$ cat src/hdl/hvst_pkg.sv
// Shared constants and types for the Hough vote smoothing and threshold block.
package hvst_pkg;

   // Sizing of the accumulator rows and the cell counts.
   localparam int MAX_ROW_CELLS = 1024;
   localparam int CELL_BITS     = 20;
   localparam int COL_BITS      = $clog2(MAX_ROW_CELLS);

   // Fixed widths of the register and result fields.
   localparam int WIDTH_BITS = 11;
   localparam int IDX_BITS   = 10;
   localparam int THR_BITS   = 24;

   // Column sums carry weights 1 2 1; the full sum carries weights up to 4.
   localparam int COLSUM_BITS = CELL_BITS + 2;
   localparam int SUM_BITS    = CELL_BITS + 4;
   localparam int CMP_BITS    = (SUM_BITS > THR_BITS) ? SUM_BITS : THR_BITS;

   // Output queue, a power of two deep.
   localparam int FIFO_DEPTH    = 4;
   localparam int FIFO_PTR_BITS = $clog2(FIFO_DEPTH);
   localparam int FIFO_CNT_BITS = $clog2(FIFO_DEPTH + 1);

   // Configuration register indexes.
   localparam int CSR_IDX_BITS = 2;
   localparam int CSR_DATA_BITS = THR_BITS;
   localparam logic [CSR_IDX_BITS-1:0] CSR_ROW_CELLS      = CSR_IDX_BITS'(0);
   localparam logic [CSR_IDX_BITS-1:0] CSR_VOTE_THRESHOLD = CSR_IDX_BITS'(1);

   // One column of the 3x3 window: the cell two rows up, one row up, and the newest row.
   typedef struct packed {
      logic [CELL_BITS-1:0] top;
      logic [CELL_BITS-1:0] mid;
      logic [CELL_BITS-1:0] bot;
   } win_col_type;

   // One entry of the combined line store.
   typedef struct packed {
      logic [CELL_BITS-1:0] upper;
      logic [CELL_BITS-1:0] middle;
   } line_word_type;

   // One reported cell.
   typedef struct packed {
      logic [IDX_BITS-1:0] rho;
      logic [IDX_BITS-1:0] theta;
      logic [THR_BITS-1:0] sum;
   } result_type;

endpackage

$ cat src/hdl/hvst_out_fifo.sv
// Small result queue that decouples the window pipeline from the result channel.
module hvst_out_fifo import hvst_pkg::*; (
   input  logic                     clock,
   input  logic                     reset,
   input  logic                     push,
   input  result_type               push_data,
   input  logic                     pop,
   output logic                     out_valid,
   output result_type               out_data,
   output logic [FIFO_CNT_BITS-1:0] count
);

   result_type                 store_ff [FIFO_DEPTH];
   logic [FIFO_PTR_BITS-1:0]   wr_ptr_ff;
   logic [FIFO_PTR_BITS-1:0]   rd_ptr_ff;
   logic [FIFO_CNT_BITS-1:0]   count_ff;
   logic [FIFO_CNT_BITS-1:0]   count_in;

   always_comb begin
      count_in = count_ff;
      if (push && !pop) begin
         count_in = count_ff + FIFO_CNT_BITS'(1);
      end else if (pop && !push) begin
         count_in = count_ff - FIFO_CNT_BITS'(1);
      end
   end

   always_ff @(posedge clock) begin
      if (reset) begin
         wr_ptr_ff <= '0;
         rd_ptr_ff <= '0;
         count_ff  <= '0;
      end else begin
         if (push) begin
            wr_ptr_ff <= wr_ptr_ff + FIFO_PTR_BITS'(1);
         end
         if (pop) begin
            rd_ptr_ff <= rd_ptr_ff + FIFO_PTR_BITS'(1);
         end
         count_ff <= count_in;
      end
   end

   always_ff @(posedge clock) begin
      if (push) begin
         store_ff[wr_ptr_ff] <= push_data;
      end
   end

   assign out_valid = (count_ff != '0);
   assign out_data  = store_ff[rd_ptr_ff];
   assign count     = count_ff;

endmodule

$ cat config.mk
export PLATFORM = sky130hd
export DESIGN_NAME = hvst_out_fifo
export DESIGN_NICKNAME = d
export VERILOG_FILES = /design/src/hdl/hvst_pkg.sv /design/src/hdl/hvst_out_fifo.sv
export SDC_FILE = /design/constraint.sdc
export NUM_CORES = 1
export LEC_CHECK = 0
export BUFFER_PORTS_ARGS = -buffer_cell sky130_fd_sc_hd__buf_4
export CAP_MARGIN = 20
export CORE_AREA = 10 10 142 144
export CTS_CLUSTER_DIAMETER = 100
export DETAILED_ROUTE_END_ITERATION = 12
export DIE_AREA = 0 0 152 154
export PLACE_DENSITY = 0.65
export RECOVER_POWER = 100
export SLEW_MARGIN = 20
export SYNTH_ARGS = -nofsm -noshare
export SYNTH_HDL_FRONTEND = slang
export SYNTH_SLANG_ARGS = --single-unit
$ cat constraint.sdc
create_clock -name clock -period 2.41 [get_ports clock]
set_input_delay 0.482 -clock clock [delete_from_list [all_inputs] [get_ports clock]]
set_output_delay 0.482 -clock clock [all_outputs]
set_load 0.05 [all_outputs]
======== Word level (Yosys, flattened, before mapping) ========
Memory sizes are Yosys's and may differ from the RTL's. A register that Yosys moved wholly into a read port is not among the register bits.
Index checks and enable logic that the tools add are counted.
storage, ports and cells
  register bits ........................... 7
  bits in latches ......................... 0
  RAM bits ................................ 176
  ROM bits ................................ 0
  input bits .............................. 48
  output and inout port bits .............. 48
  word-level logic and storage cells ...... 20
  memories ................................ 1
operators by class
  $add $sub $neg .......................... 4
  multipliers ............................. 0
  divide/modulo/power cells ............... 0
  $lt $le $gt $ge ......................... 0
  equal/unequal tests ..................... 0
  shifts and indexed selects .............. 0
  multiplexer cells ....................... 6
  bitwise logic cells ..................... 0
  reductions and logical operators ........ 6
memory list
  name      words  width  rd ports  clocked after memory_dff  write ports  line                 text
  store_ff  4      44     1         1                         1            hvst_out_fifo.sv:13  result_type store_ff [FIFO_DEPTH];
operators by type and width
  cell                                                                number
  3-bit two-way mux                                                   2
  2-bit by 1-bit adder with 2-bit output, second input constant       2
  2-bit two-way mux                                                   2
  3-bit by 1-bit adder with 3-bit output, second input constant       1
  3-bit nonzero test                                                  1
  3-bit by 1-bit subtractor with 3-bit output, second input constant  1
  1-bit logical AND                                                   2
  1-bit logical NOT                                                   2
  1-bit two-way mux                                                   2
  2-bit nonzero test                                                  1

======== Depth between registers and ports, before layout ========
  depth in word-level cells ............... 4
  depth in mapped cells ................... 7
  mapped depth without buffers ............ 7

======== Least setup slack after synthesis ========
No wires, ideal clock.
  path type ............................... reg2reg
  from .................................... register wr_ptr_ff[0]
  to ...................................... memory store_ff[2][0] in the netlist's numbering (enable)
  library setup time ...................... 0.406 ns
  data arrival time ....................... 1.600 ns
  data required time ...................... 2.004 ns
  path slack .............................. 0.404 ns
  cell stages (with the launch flop) ...... 4
  buffers on the path ..................... 0
  clock period less this slack ............ 2.006 ns
  path through ............................ dfxtp_1 -> inv_1 -> ha_1 -> and2_1
RTL lines
  element                 line                 text
  from (decl)             hvst_out_fifo.sv:14  logic [FIFO_PTR_BITS-1:0] wr_ptr_ff;
  from (signal assigned)  hvst_out_fifo.sv:35  wr_ptr_ff <= wr_ptr_ff + FIFO_PTR_BITS'(1);
  to (decl)               hvst_out_fifo.sv:13
Straight into the memory's write port.

==> metrics.txt <==
row count 48; clock tree sinks 185; Post-Syn Instances 273; synthesis-stage register bit count 185; worst clock skew 9.52 ps; GRT Overall Usage 11.0%; TritonCTS clock tree yes; Routed Antenna Nets 0; postcts setup bufs 0; Worst Hold End wr_ptr_ff[0]$_SDFFE_PP0P_; R2R Path End store_ff[0][1]$_DFFE_PP_; setup_tns 0 ps; syn_area_per_cell 25.0 sq um; Worst R2R Setup Slack 380 ps; Worst-Skew Late Latency 420 ps; P per Cell Area 916 nW/um^2; static leakage 2.68 nW; FF-to-FF Start wr_ptr_ff[0]$_SDFFE_PP0P_; Final setup viols 0; CTS resizes 0; Vias/cell 4.89; Die Wd 152 um; CP cell instances buf_6 -> mux4_2 -> buf_4; register area share after synthesis 80.0%; Worst Min Path Start reset; RSZ-0062 raised after global routing false; crit start category flip-flop; minimum clock period 2320 ps; clock buffer depth 2; slew margin rel. 18.0%; global placer's final weighted congestion 0.657; hpwl dp 7990 um; grt total ovfl 0; Setup CP Type flip-flop to output pin; Post-Place Cell Area 7830 sq um; Avg WL per Cell 20.4 um; # diodes 0; GR Util met2 17.9%; largest net degree at the start of global routing 28; CP peak stage delay 540 ps; Max Cap Viol 0; Root Buffer Master clkbuf_16; fmax 0.430 GHz; Yosys warnings 0; Core Box Area 17200 sq um; Power Total 7.52 mW; worst slew pin tran 1230 ps; top-area cell type share of the netlist area 77.4%; final design utilization 47.8%; First-pass DRT Iterations 4; pins over their slew limit 0; CP max-delay cell mux4_2; WHS Path Cells 2; # nets final 443; worst IR drop on VDD 0.000469 V; reg2reg path depth 4; Initial Util 39.8%; post-route cell area 8210 sq um; met1 Usage GRT 12.7%; WP data required 1930 ps; Netlist cell types 21; Via Count 3067; clock-pin slew on the worst setup and hold paths 70 ps; dpl ws 437 ps; Post-route DRC 0; crit path max fanout 13; die area 23400 sq um; num ports 96; # hold bufs at CTS 0; vias in the first global route 3462; met3 Track Usage GR 4.88%; die height 154 um; Area Overhead vs Synth 20.2%; CTS HTree Levels 4; final hold vios 0; worst min path class input port to flip-flop; busiest grt layer met2; Port Buf Inserts 95; status finished, final reports clean; number of CTS-inserted buffers 17; Final period util 96.4%; Post-Route WL 12800 um; crit end category output pin; leading cell types in the layout, fill and taps excluded 176 x edfxtp_1, 55 x clkbuf_1, 41 x mux4_2; initial antenna violation count 1; synth top area cells edfxtp_1 77%, mux4_2 13%, dfxtp_1 2.6%, mux4_1 1.5%, buf_12 1.2%; Iteration-0 DRC Markers 172; CP Data Arrival Time 1840 ps; Synth area leader edfxtp_1; Mapped Nets 327; Final WS setup 87.0 ps; Synth Cell Area 6830 sq um; first-pass GRT wire length 19800 um; commonest non-fill, non-tap cell in the layout edfxtp_1; share of cells above drive strength 1 32.8%
[registers in the layout, summed over array words and instances, names as in the netlist, named ones only]
signal / cells
count: 3
rd_ptr_ff: 2
store_ff: 176
wr_ptr_ff: 2
[layer usage]
layer,wire [um],up-vias
met5,13,-
met4,168,2
met3,730,17
met2,6460,67
met1,5450,1602
li1,-,1379
[logic make-up (layout without fill, tap and decap cells)]
family                     Yosys count  in the layout  synth area share (%)
AOI/OAI and AO/OA                    2              2                 0.146
xor gates and xnor gates             5              5                 0.641
adders and majority gates            6              6                  1.21
buffers and inverters               15            144                  1.98
DFF                                185            185                  80.0
muxes                               46             46                  15.0
and+or+nand+nor                     14             14                 0.989
[worst max-delay path by stage]
stage / startpoint / end / slack, ps / cells past startpoint
detailed placement: pop / count[2]$_SDFFE_PP0P_ / 440 / 8
finish: flip-flop / out_data[13] / 90 / 3
global route: flip-flop / out_data[43] / 4 / 3
floorplan: wr_ptr_ff[0]$_SDFFE_PP0P_ / store_ff[2][0]$_DFFE_PP_ / 400 / 3
CTS: flip-flop / out_data[43] / 20 / 3
global placement: flip-flop / out_data[43] / 490 / 3
[synth_stat cells]
cell type	n
buf_12	4
buf_2	4
mux4_1	4
xnor2_1	2
nand2_1	1
inv_1	4
edfxtp_1	176
nor2_1	7
clkbuf_1	1
o21ai_0	1
xor2_1	3
mux4_2	40
dfxtp_1	9
fa_1	1
or3_1	2
mux2i_1	2
and2_1	4
buf_6	1
ha_1	5
clkbuf_2	1
a21oi_1	1
[critical path, delay by kind of cell (launching register included)]
kind / cells / cell delay [ps]
buffers and inverters: 2 / 460
muxes: 1 / 540
DFF: 1 / 420
[power breakdown]
part           total (mW)  switching, mW  internal (mW)
sequential           3.74         0.0468           3.69
combinational        1.16          0.778          0.384
clock                2.62           1.09           1.53
[metrics by stage]
step                      std cells  hold slack, ps
after detailed placement        594             508
after CTS                       626             234
after global placement          594             483
after global routing            627             272
after floorplan                 273             485
final                           627             282
[layout make-up]
| type | count | area (sq um) |
|---|---|---|
| fill | 1498 | 8970 |
| sequential | 185 | 5470 |
| multi-input combinational | 73 | 1230 |
| timing repair buffer | 108 | 642 |
| clock buffer | 27 | 536 |
| tap | 225 | 282 |
| clock inverter | 5 | 35.0 |
| inverter | 4 | 15.0 |
(Power assumes the default switching activity.)
